**config.mk**
```make
export PLATFORM = sky130hd
export DESIGN_NAME = gf2_boundary_column_reduction
export DESIGN_NICKNAME = d
export VERILOG_FILES = /design/src/design/gbcr_pkg.sv /design/src/design/gbcr_col_store.sv /design/src/design/gbcr_pivot_table.sv /design/src/design/gf2_boundary_column_reduction.sv
export SDC_FILE = /design/constraint.sdc
export NUM_CORES = 2
export LEC_CHECK = 0
export BUFFER_PORTS_ARGS = -buffer_cell sky130_fd_sc_hd__buf_2
export CORE_ASPECT_RATIO = 1.5
export CORE_MARGIN = 2
export CORE_UTILIZATION = 40
export CTS_CLUSTER_SIZE = 12
export DETAILED_ROUTE_END_ITERATION = 12
export HOLD_SLACK_MARGIN = 0.02
export PLACE_DENSITY = 0.59
export SYNTH_ARGS = -nofsm -noshare
export SYNTH_HDL_FRONTEND = slang
export SYNTH_MEMORY_MAX_BITS = 65536
export SYNTH_SLANG_ARGS = --single-unit
```
**constraint.sdc**
```tcl
create_clock -name clk -period 17 [get_ports clk]
set_clock_uncertainty 0.15 [all_clocks]
set_input_delay 3.4 -clock clk [delete_from_list [all_inputs] [get_ports clk]]
set_output_delay 3.4 -clock clk [all_outputs]
set_load 0.02 [all_outputs]
```
**src/design/gbcr_pkg.sv**
```systemverilog
// gbcr_pkg: shared types and helpers for the gf2 boundary column reduction block
`timescale 1ns / 1ps

package gbcr_pkg;

  // control from the sequencer into the pivot table
  typedef struct packed {
    logic clear;   // drop every claim
    logic claim;   // claim wr_row for wr_owner
  } ptab_ctrl_t;

  // highest set bit of a 64-bit mask, 0 when the mask is empty
  function automatic logic [5:0] top_row(input logic [63:0] m);
    logic [63:0] v;
    logic [5:0]  r;
    v = m;
    r = 6'd0;
    if (|v[63:32]) begin
      r[5] = 1'b1;
      v = {32'd0, v[63:32]};
    end
    if (|v[31:16]) begin
      r[4] = 1'b1;
      v = {48'd0, v[31:16]};
    end
    if (|v[15:8]) begin
      r[3] = 1'b1;
      v = {56'd0, v[15:8]};
    end
    if (|v[7:4]) begin
      r[2] = 1'b1;
      v = {60'd0, v[7:4]};
    end
    if (|v[3:2]) begin
      r[1] = 1'b1;
      v = {62'd0, v[3:2]};
    end
    if (v[1]) begin
      r[0] = 1'b1;
    end
    return r;
  endfunction

endpackage

```
**src/design/gbcr_col_store.sv**
```systemverilog
// gbcr_col_store: reduced column memory, one write and one registered read port
`timescale 1ns / 1ps

module gbcr_col_store #(
  parameter int DEPTH = 64,
  parameter int WIDTH = 64,
  parameter int AW    = 6
) (
  input  logic             clk,
  input  logic             we,
  input  logic [AW-1:0]    waddr,
  input  logic [WIDTH-1:0] wdata,
  input  logic [AW-1:0]    raddr,
  output logic [WIDTH-1:0] rdata
);

  logic [WIDTH-1:0] mem [DEPTH];
  logic [WIDTH-1:0] rdata_r;

  always_ff @(posedge clk) begin
    if (we) begin
      mem[waddr] <= wdata;
    end
    rdata_r <= mem[raddr];
  end

  assign rdata = rdata_r;

endmodule

```
**src/design/gbcr_pivot_table.sv**
```systemverilog
// gbcr_pivot_table: pivot owner memory with per-row claim flags
`timescale 1ns / 1ps

module gbcr_pivot_table #(
  parameter int ROWS = 64,
  parameter int RW   = 6,
  parameter int OW   = 6
) (
  input  logic                 clk,
  input  logic                 rst_n,
  input  gbcr_pkg::ptab_ctrl_t ctrl,
  input  logic [RW-1:0]        rd_row,
  input  logic [RW-1:0]        wr_row,
  input  logic [OW-1:0]        wr_owner,
  output logic                 rd_claimed,
  output logic [OW-1:0]        rd_owner
);

  logic [OW-1:0]   owner_mem [ROWS];
  logic [ROWS-1:0] claimed_r;
  logic [ROWS-1:0] claimed_nxt;
  logic            rd_claimed_r;
  logic [OW-1:0]   rd_owner_r;

  always_comb begin
    claimed_nxt = claimed_r;
    if (ctrl.clear) begin
      claimed_nxt = '0;
    end else if (ctrl.claim) begin
      claimed_nxt[wr_row] = 1'b1;
    end
  end

  always_ff @(posedge clk) begin
    if (!rst_n) begin
      claimed_r    <= '0;
      rd_claimed_r <= 1'b0;
    end else begin
      claimed_r    <= claimed_nxt;
      rd_claimed_r <= claimed_r[rd_row];
    end
  end

  // owner entries are only trusted behind a claim flag
  always_ff @(posedge clk) begin
    if (ctrl.claim && !ctrl.clear) begin
      owner_mem[wr_row] <= wr_owner;
    end
    rd_owner_r <= owner_mem[rd_row];
  end

  assign rd_claimed = rd_claimed_r;
  assign rd_owner   = rd_owner_r;

endmodule

```
**src/design/gf2_boundary_column_reduction.sv**
```systemverilog
// gf2_boundary_column_reduction: top level, reduction sequencer and result register
//
//  channel | ports                                     | direction
//  --------+-------------------------------------------+----------
//  in      | in_valid in_ready in_column_mask in_restart | into block
//  out     | out_valid out_ready out_reduced_mask        | out of block
//          | out_pivot_row out_is_empty                  |
//          | out_column_index out_store_full             |
//
// one column is in work at a time; a column goes from transfer to result through k
// xor steps, k being at most the number of claimed rows
// each xor step is pivot lookup with owner table read, column memory read, xor:
// both memories have registered reads and the step waits on each
// a full store gives its result with no xor step; restart clears the claim flags at once
// reset is synchronous and active low; a stalled result holds only the finish step,
// the next column is taken while the result waits
`timescale 1ns / 1ps

module gf2_boundary_column_reduction #(
  parameter int ROWS = 64,
  parameter int COLS = 64
) (
  input  logic        clk,
  input  logic        rst_n,
  input  logic        in_valid,
  output logic        in_ready,
  input  logic [63:0] in_column_mask,
  input  logic        in_restart,
  output logic        out_valid,
  input  logic        out_ready,
  output logic [63:0] out_reduced_mask,
  output logic [5:0]  out_pivot_row,
  output logic        out_is_empty,
  output logic [5:0]  out_column_index,
  output logic        out_store_full
);

  localparam int RW = (ROWS > 1) ? $clog2(ROWS) : 1;
  localparam int OW = (COLS > 1) ? $clog2(COLS) : 1;
  localparam int CW = $clog2(COLS + 1);

  localparam logic [2:0] ST_IDLE  = 3'd0;
  localparam logic [2:0] ST_LOOK  = 3'd1;
  localparam logic [2:0] ST_CHECK = 3'd2;
  localparam logic [2:0] ST_XOR   = 3'd3;
  localparam logic [2:0] ST_FULL  = 3'd4;

  logic [2:0]      state_r, state_nxt;
  logic [ROWS-1:0] m_r, m_nxt;
  logic [RW-1:0]   p_r, p_nxt;
  logic [CW-1:0]   count_r, count_nxt;

  logic            out_valid_r, out_valid_nxt;
  logic [63:0]     out_mask_r, out_mask_nxt;
  logic [5:0]      out_pivot_r, out_pivot_nxt;
  logic            out_empty_r, out_empty_nxt;
  logic [5:0]      out_index_r, out_index_nxt;
  logic            out_full_r, out_full_nxt;

  gbcr_pkg::ptab_ctrl_t ptab_ctrl;
  logic [RW-1:0]   look_row;
  logic            rd_claimed;
  logic [OW-1:0]   rd_owner;
  logic            col_we;
  logic [ROWS-1:0] col_rdata;
  logic [5:0]      top6;
  logic [63:0]     count_ext;
  logic [63:0]     pivot_ext;
  logic            slot_free;
  logic            in_xfer;
  logic            m_nonzero;

  assign top6      = gbcr_pkg::top_row(64'(m_r));
  assign look_row  = top6[RW-1:0];
  assign count_ext = 64'(count_r);
  assign pivot_ext = 64'(p_r);
  assign slot_free = !out_valid_r || out_ready;
  assign in_ready  = (state_r == ST_IDLE);
  assign in_xfer   = in_valid && in_ready;
  assign m_nonzero = |m_r;

  gbcr_pivot_table #(
    .ROWS(ROWS),
    .RW  (RW),
    .OW  (OW)
  ) u_ptab (
    .clk       (clk),
    .rst_n     (rst_n),
    .ctrl      (ptab_ctrl),
    .rd_row    (look_row),
    .wr_row    (p_r),
    .wr_owner  (count_r[OW-1:0]),
    .rd_claimed(rd_claimed),
    .rd_owner  (rd_owner)
  );

  gbcr_col_store #(
    .DEPTH(COLS),
    .WIDTH(ROWS),
    .AW   (OW)
  ) u_cols (
    .clk  (clk),
    .we   (col_we),
    .waddr(count_r[OW-1:0]),
    .wdata(m_r),
    .raddr(rd_owner),
    .rdata(col_rdata)
  );

  always_comb begin
    state_nxt      = state_r;
    m_nxt          = m_r;
    p_nxt          = p_r;
    count_nxt      = count_r;
    out_valid_nxt  = out_valid_r && !out_ready;
    out_mask_nxt   = out_mask_r;
    out_pivot_nxt  = out_pivot_r;
    out_empty_nxt  = out_empty_r;
    out_index_nxt  = out_index_r;
    out_full_nxt   = out_full_r;
    ptab_ctrl      = '0;
    col_we         = 1'b0;
    case (state_r)
      ST_IDLE: begin
        if (in_xfer) begin
          m_nxt = in_column_mask[ROWS-1:0];
          if (in_restart) begin
            ptab_ctrl.clear = 1'b1;
            count_nxt       = '0;
            state_nxt       = ST_LOOK;
          end else if (count_r == CW'(COLS)) begin
            state_nxt = ST_FULL;
          end else begin
            state_nxt = ST_LOOK;
          end
        end
      end
      ST_LOOK: begin
        // owner table is read at look_row this cycle
        p_nxt     = look_row;
        state_nxt = ST_CHECK;
      end
      ST_CHECK: begin
        if (m_nonzero && rd_claimed) begin
          // column memory is read at rd_owner this cycle
          state_nxt = ST_XOR;
        end else if (slot_free) begin
          col_we          = 1'b1;
          ptab_ctrl.claim = m_nonzero;
          out_valid_nxt   = 1'b1;
          out_mask_nxt    = 64'(m_r);
          out_pivot_nxt   = m_nonzero ? pivot_ext[5:0] : 6'd0;
          out_empty_nxt   = !m_nonzero;
          out_index_nxt   = count_ext[5:0];
          out_full_nxt    = 1'b0;
          count_nxt       = count_r + CW'(1);
          state_nxt       = ST_IDLE;
        end
      end
      ST_XOR: begin
        m_nxt     = m_r ^ col_rdata;
        state_nxt = ST_LOOK;
      end
      ST_FULL: begin
        if (slot_free) begin
          out_valid_nxt = 1'b1;
          out_mask_nxt  = 64'd0;
          out_pivot_nxt = 6'd0;
          out_empty_nxt = 1'b0;
          out_index_nxt = count_ext[5:0];
          out_full_nxt  = 1'b1;
          state_nxt     = ST_IDLE;
        end
      end
      default: begin
        state_nxt = ST_IDLE;
      end
    endcase
  end

  always_ff @(posedge clk) begin
    if (!rst_n) begin
      state_r     <= ST_IDLE;
      count_r     <= '0;
      out_valid_r <= 1'b0;
    end else begin
      state_r     <= state_nxt;
      count_r     <= count_nxt;
      out_valid_r <= out_valid_nxt;
    end
  end

  always_ff @(posedge clk) begin
    m_r         <= m_nxt;
    p_r         <= p_nxt;
    out_mask_r  <= out_mask_nxt;
    out_pivot_r <= out_pivot_nxt;
    out_empty_r <= out_empty_nxt;
    out_index_r <= out_index_nxt;
    out_full_r  <= out_full_nxt;
  end

  assign out_valid        = out_valid_r;
  assign out_reduced_mask = out_mask_r;
  assign out_pivot_row    = out_pivot_r;
  assign out_is_empty     = out_empty_r;
  assign out_column_index = out_index_r;
  assign out_store_full   = out_full_r;

endmodule

```
# After elaboration in Yosys (flattened, before gate mapping)
# Memories as Yosys holds them, arrays and structs flattened. A register that Yosys moved wholly into a read port is not among the register bits.
# Index checks and enable logic that the tools add are counted.
# Widths: inputs -> output; s select.
word_totals:
  word_cells: 119
  mem_count: 2
  ramBits: 4480
  out_inout_bits: 80
  ff_bits: 224
  inputBits: 69
mem_list:
  columns: ["name", "words", "word_bits", "rd", "rd_clocked_by_memory_dff", "write_ports", "line_no", "source"]
  rows:
  - ["u_cols.mem", 64, 64, 1, 1, 1, "gbcr_col_store.sv:17", "logic [WIDTH-1:0] mem [DEPTH];"]
  - ["u_ptab.owner_mem", 64, 6, 1, 1, 1, "gbcr_pivot_table.sv:19", "logic [OW-1:0] owner_mem [ROWS];"]
classes:
  n_bitwise: 3
  addsub: 1
  n_eq_ne: 10
  magnitude_cmp: 3
  mux: 63
  reduce_logical: 25
ops:
  columns: ["op", "n"]
  rows:
  - ["$mux 64", 4]
  - ["$pmux 64 s2", 2]
  - ["$or 64x64->64", 1]
  - ["$reduce_or 64->1", 1]
  - ["$xor 64x64->64", 1]
  - ["$mux 6", 6]
  - ["$mux 32", 1]
  - ["$reduce_or 32->1", 1]
  - ["$mux 1", 28]
  - ["$mux 7", 4]
  - ["$pmux 6 s2", 2]
  - ["$mux 16", 1]
  - ["$reduce_or 16->1", 1]
  - ["$mux 3", 5]
  - ["$pmux 3 s5", 1]
  - ["$lt 6x7->1 const B", 2]
  - ["$pmux 7 s2", 1]
  - ["$mux 8", 1]
  - ["$reduce_or 8->1", 1]
  - ["$add 7x1->7 const B", 1]
  - ["$eq 7x7->1 const B", 1]
  - ["$bmux 1 s6", 1]
  - ["$demux 1 s6", 1]
  - ["$eq 3x2->1 const B", 2]
  - ["19 further kinds", 35]

# Longest topological paths before layout
logic_depth:
  word_depth: 13
  depth_mapped: 18
  depth_no_buf: 14

# Modules after synthesis
# Synthesis repeated with hierarchy kept, for this count alone.
hier_totals:
  hier_cells: 8226
  area_unflattened_um2: 181780.6
by_module_without_submodules:
  columns: ["mod", "instances", "seq_area_each_um2", "cells_per_inst", "area_per_inst_um2"]
  rows:
  - ["gbcr_col_store", 1, 124279.2, 6598, 156348.7]
  - ["gbcr_pivot_table", 1, 12952.4, 988, 17854.6]
  - ["gf2_boundary_column_reduction", 1, 4664.5, 640, 7577.3]

# Worst setup path after synthesis
# No wires, ideal clock.
synth_path:
  path_type: "input port to flip-flop"
  from: "input out_ready"
  to: "register out_empty_r, in the netlist out_is_empty, enable pin"
  stages: 2
  required_ps: 16259
  slack_ps: 7857
  arrival_ps: 8402
  n_path_buf: 0
  setup_time_ps: 591
  cell_sequence: "nor2b_1 > nor3_1"
synth_via:
  elab_chain_len: 3
  word_cells_on_any_way: 4
  classes_between: "2 x eq/ne; 2 x reduce/logical"
synth_rtl:
  columns: ["element", "line_no", "source"]
  rows:
  - ["from (decl)", "gf2_boundary_column_reduction.sv:30", "input logic out_ready,"]
  - ["$logic_or 1x1->1 *", "gf2_boundary_column_reduction.sv:77", "assign slot_free = !out_valid_r || out_ready;"]
  - ["$ne 2x2->1 (no source line)", null, null]
  - ["$reduce_and 4->1 (no source line) *", null, null]
  - ["to (signal assigned)", "gf2_boundary_column_reduction.sv:198", "out_empty_r <= out_empty_nxt;"]
  - ["to (decl)", "gf2_boundary_column_reduction.sv:56", "logic out_empty_r, out_empty_nxt;"]
# Mark *: on every way between the ends. The rest lies on a longest branch, timed or not.
# A chain may end at the register's enable or synchronous reset.

# Worst setup path in the final report
layout_path:
  from: "register m_r[49]"
  to: "memory u_cols.mem[46][60], enable pin"
layout_via:
  elab_chain_len: 6
layout_rtl:
  columns: ["element", "line_no", "source"]
  rows:
  - ["from (decl)", "gf2_boundary_column_reduction.sv:49", "logic [ROWS-1:0] m_r, m_nxt;"]
  - ["from (signal assigned)", "gf2_boundary_column_reduction.sv:194", "m_r <= m_nxt;"]
  - ["$reduce_or 64->1", "gf2_boundary_column_reduction.sv:80", "assign m_nonzero = |m_r;"]
  - ["$logic_and 1x1->1", "gf2_boundary_column_reduction.sv:144", "if (m_nonzero && rd_claimed) begin"]
  - ["$mux 1", "gf2_boundary_column_reduction.sv:144", null]
  - ["$mux 1", "gf2_boundary_column_reduction.sv:123", "case (state_r)"]
  - ["$mux 1", "gbcr_col_store.sv:21", "if (we) begin"]
  - ["$mux 1 (implied by the code)", "gbcr_col_store.sv:22", "mem[waddr] <= wdata;"]
  - ["to (decl)", "gbcr_col_store.sv:17", null]
# No other way between the ends.

==> out/results.txt <==
The clock sink count came out at 4774. The routed metal-1 wire length is 193000 um. After detailed routing, the total wire length is 514000 um.

The routed layout has 86914 vias. Signal routing reaches up to met5. For the maximum count of clock buffers along a single path, the log shows 4. The number of nets still failing antenna checks after routing is 0. In this run the worst path has a maximum fanout of 33. The total global routing overflow was 0.

Clock latency on the worst-skew pair, taken at its later pin, is 0.99 ns. The type of the worst setup path was reg -> reg. The worst hold path terminates at u_ptab.claimed_r[28]. Number of antenna violations at the first check in global routing: 43. The run finished with clean final reports. The worst-case IR drop observed on VDD is 0.0884 mV. The kind of launch point of the worst setup path is a flop. Once the floorplan was initialized, standard cells occupied 40.2% of the core. Type of the worst min-delay path: reg -> reg.

sky130_fd_sc_hd__edfxtp_1 takes more of the synthesized area than any other cell. For the pin count of the biggest net entering global routing, the log shows 138. The run gives 263000 um as the met2 layer wire length in the routed design.

Setup violations remaining at the end of the flow were counted as 0. Yosys attributes the largest share of cell area to sky130_fd_sc_hd__edfxtp_1 77%, sky130_fd_sc_hd__mux4_2 17%, sky130_fd_sc_hd__dfxtp_1 1.6%, sky130_fd_sc_hd__clkbuf_1 0.60%, sky130_fd_sc_hd__nand2_1 0.46%. In the routed layout, each cell is associated on average with a via count of 5.98.

Leaving out fill and tap cells, the most frequent cell in the layout is sky130_fd_sc_hd__edfxtp_1. Of the cells placed in the final design, the portion with a size suffix greater than 1 is 28.4%. The tools report the worst min-delay path startpoint as u_ptab.claimed_r[28]. The required time reported for the critical path endpoint is 17.44 ns. The number of max-capacitance violations reported is 0. The leakage power total was 62.4 nW; the transition time at the pin with the least slew margin was 1.42 ns. The power per standard cell area works out to 124 mW/mm2. The total of fill cells in the finished design came out at 37438.

The mapped netlist covers 0.181 mm2. The logs give 0 for the setup fix buffers added after clock tree synthesis and 0 for the detailed-route DRC error count. The share of total power dissipated in sequential elements is 52.2%. The number of flip-flops and latches in the synthesized netlist came out at 4774.

The switching portion of total power is 23.4%. The setup slack of the most critical reg-to-reg path came out at 8.90 ns. In this run the tool buffered the top-level ports with 148 buffer cells. TritonCTS built the clock tree. STA classifies the critical path endpoint as a flop. Wire segments on met3 add up to 38000 um in the final route.

The tools report the minimum setup slack after placement as 8.86 ns. In the synthesized netlist, the number of instances is 7786. The run gives 708000 um as the first-pass GRT wire length. The tools report the worst-case setup margin in the final layout as 8.90 ns. The overall track demand over capacity in global routing was 22.0%; the total count of max-transition violations in the final report was 0.

The post-synthesis async set-or-reset flop share is 0%. The final layout contains 8341 nets. The tools report the initial DRC count as 11251. For the area of the die, the log shows 0.459 mm2. In this run the critical register-to-register path is captured at u_cols.mem[46][60].

Yosys mapped a number of flops with a built-in enable equal to 4628. In the layout the commonest cells are 4628 x sky130_fd_sc_hd__edfxtp_1, 1344 x sky130_fd_sc_hd__mux4_2, 464 x sky130_fd_sc_hd__clkbuf_16. The switching component of the power came out at 5.92 mW.

Setup repair after global routing left no endpoint under its margin. Number of global-route vias before repair: 87925. 149 I/O pins were placed. The clock network is responsible for 36.9% of the overall power. The cell count of the worst reg-to-reg path is 11, and the final setup TNS is 0 ns. The tools report the clock tree root buffer cell as sky130_fd_sc_hd__clkbuf_16. The HPWL after detailed placement is 297000 um. Internal power comes to 19.4 mW. The headroom to the max-slew limit was 5.30%; the count of warnings emitted by yosys was 0. Horizontal extent of the die: 554 um.

The number of nets produced by synthesis was 7857; the per-cell routed wire length was 35.4 um. The routability congestion estimate was 0.866; the shortest period the worst path allows was 8.10 ns. The first TritonRoute pass finished after 6 iterations. The clock tree synthesis step divided the H-tree into 5 levels. Yosys mapped the design onto 85 distinct sky130hd cell types.

The top-area cell type share of the netlist area was 76.6%; the maximum achievable frequency was 0.124 GHz. In this run the standard cell core region covers 0.451 mm2. The logs give 0 for the number of failing hold endpoints at the final stage and 0 for the post-CTS resize count.

In this run, post-CTS hold repair placed 0 buffers. The average footprint of a synthesized cell is 23.3 um2, and the overall die height is 829 um. The part of the cycle the worst path needs is 47.6%.

The number of CTS-inserted buffers was 455; the area growth from synthesis to final layout was 12.5%. The arrival time at the worst endpoint was 8.54 ns; the cell depth of the worst min-delay path was 1. The dominant register cell in the synthesized netlist is sky130_fd_sc_hd__edfxtp_1. The number of standard-cell rows in the floorplan was 302.

Clock-pin slew was measured on the worst setup and hold paths at 0.06 ns. The run gives 10.9% as the share of total power in combinational logic. The startpoint identified for the worst register-to-register timing path is m_r[49]. Of the synthesized area, sequential elements account for 78.2%.
## critical path, cell delays in order (launching register included)
cell and delay (ns):
sky130_fd_sc_hd__edfxtp_1 0.66, sky130_fd_sc_hd__buf_4 0.27, sky130_fd_sc_hd__nor4_1 0.91, sky130_fd_sc_hd__nand4_1 0.85, sky130_fd_sc_hd__nor3_4 0.41, sky130_fd_sc_hd__nand2_1 0.25, sky130_fd_sc_hd__nand2_1 0.23, sky130_fd_sc_hd__nand2b_1 0.11
sky130_fd_sc_hd__nor2_1 0.96, sky130_fd_sc_hd__nand3_1 0.90, sky130_fd_sc_hd__nor2_4 1.29, sky130_fd_sc_hd__buf_4 0.66
## layout make-up
type                            count  area (um2)  share of cell area [%]
Inverter                           18        67.6                  0.0331
Timing Repair Buffer              454        3160                    1.55
Sequential cell                  4774      142000                    69.6
Clock buffer                      727       12800                    6.26
Clock inverter                     38         399                   0.196
Multi-Input combinational cell   2567       38200                    18.7
Tap cell                         5928        7420                    3.63
Antenna cell                       27        67.6                  0.0331
## power by group through the flow
stage / registers, mW / logic, mW / clock network [mW]
after floorplan: 13.5 / 1.65 / 0
after global placement: 13.4 / 2.77 / 0
after detailed placement: 13.4 / 2.79 / 0
after CTS: 13.2 / 2.80 / 9.50
after global routing: 13.2 / 2.88 / 9.89
final: 13.2 / 2.76 / 9.34
## per-layer routing
| layer | track usage (%) | vias up |
|---|---|---|
| li1 | - | 34176 |
| met1 | 28.4 | 47951 |
| met2 | 37.8 | 3984 |
| met3 | 3.42 | 795 |
| met4 | 7.99 | 8 |
| met5 | 0 | - |
## cells in the mapped netlist (all sizes together), types with 18 or more instances
| cell type | n |
|---|---|
| o21ai | 114 |
| xnor2 | 66 |
| nor3 | 54 |
| o221ai | 56 |
| clkbuf | 292 |
| nand3 | 38 |
| nor2b | 70 |
| o221a | 18 |
| inv | 18 |
| mux2i | 27 |
| a311oi | 20 |
| a31oi | 29 |
| buf | 135 |
| a21oi | 28 |
| nand2 | 226 |
| nor2 | 180 |
| o21a | 71 |
| edfxtp | 4628 |
| mux4 | 1344 |
| dfxtp | 146 |
## kinds of logic (layout without fill, tap and decap cells)
family / after synthesis / count (layout) / share of synthesized area, %
simple gates: 655 / 655 / 1.69
mux: 1374 / 1374 / 16.9
flops: 4774 / 4774 / 78.2
other cells: 0 / 27 / 0
buf+inv: 445 / 1237 / 0.982
compound gates: 467 / 467 / 1.89
fa+ha+maj: 2 / 2 / 0.0138
xor+xnor: 69 / 69 / 0.333
## worst max-delay path by stage
stage / start / end / slack [ns] / depth (start not counted)
6_report: m_r[49] / u_cols.mem[46][60] / 8.90 / 11
5_1_grt: m_r[49] / u_ptab.rd_claimed / 8.70 / 17
4_1_cts: m_r[49] / u_cols.mem[58][49] / 9.03 / 11
3_5_place_dp: out_ready / u_cols.mem[58][0] / 8.86 / 7
3_3_place_gp: m_r[57] / u_cols.mem[46][61] / 8.75 / 11
2_1_floorplan: out_ready / out_is_empty / 7.86 / 2
## per-stage QoR
stage	util [%]	cells	power (mW)	instance area, um2	hold WS [ns]
after floorplan	-	7786	15.1	181000	0.285
after global placement	42.3	13741	16.2	191000	0.294
after detailed placement	42.3	13741	16.2	191000	0.302
after CTS	45.2	14506	25.5	204000	0.316
after global routing	45.2	14509	26.0	204000	0.333
final	45.2	14533	25.3	204000	0.315
## sequential cells by signal, indices dropped and copies added (netlist names)
signal             flops
u_ptab.rd_owner        6
u_cols.mem          4096
u_ptab.claimed_r      64
out_pivot_row          6
out_valid              1
u_ptab.rd_claimed      1
u_cols.rdata          64
out_column_index       6
p_r                    6
out_store_full         1
m_r                   64
out_is_empty           1
out_reduced_mask      64
count_r                7
u_ptab.owner_mem     384
state_r                3
Note: power is estimated with default switching activity, not from simulation.
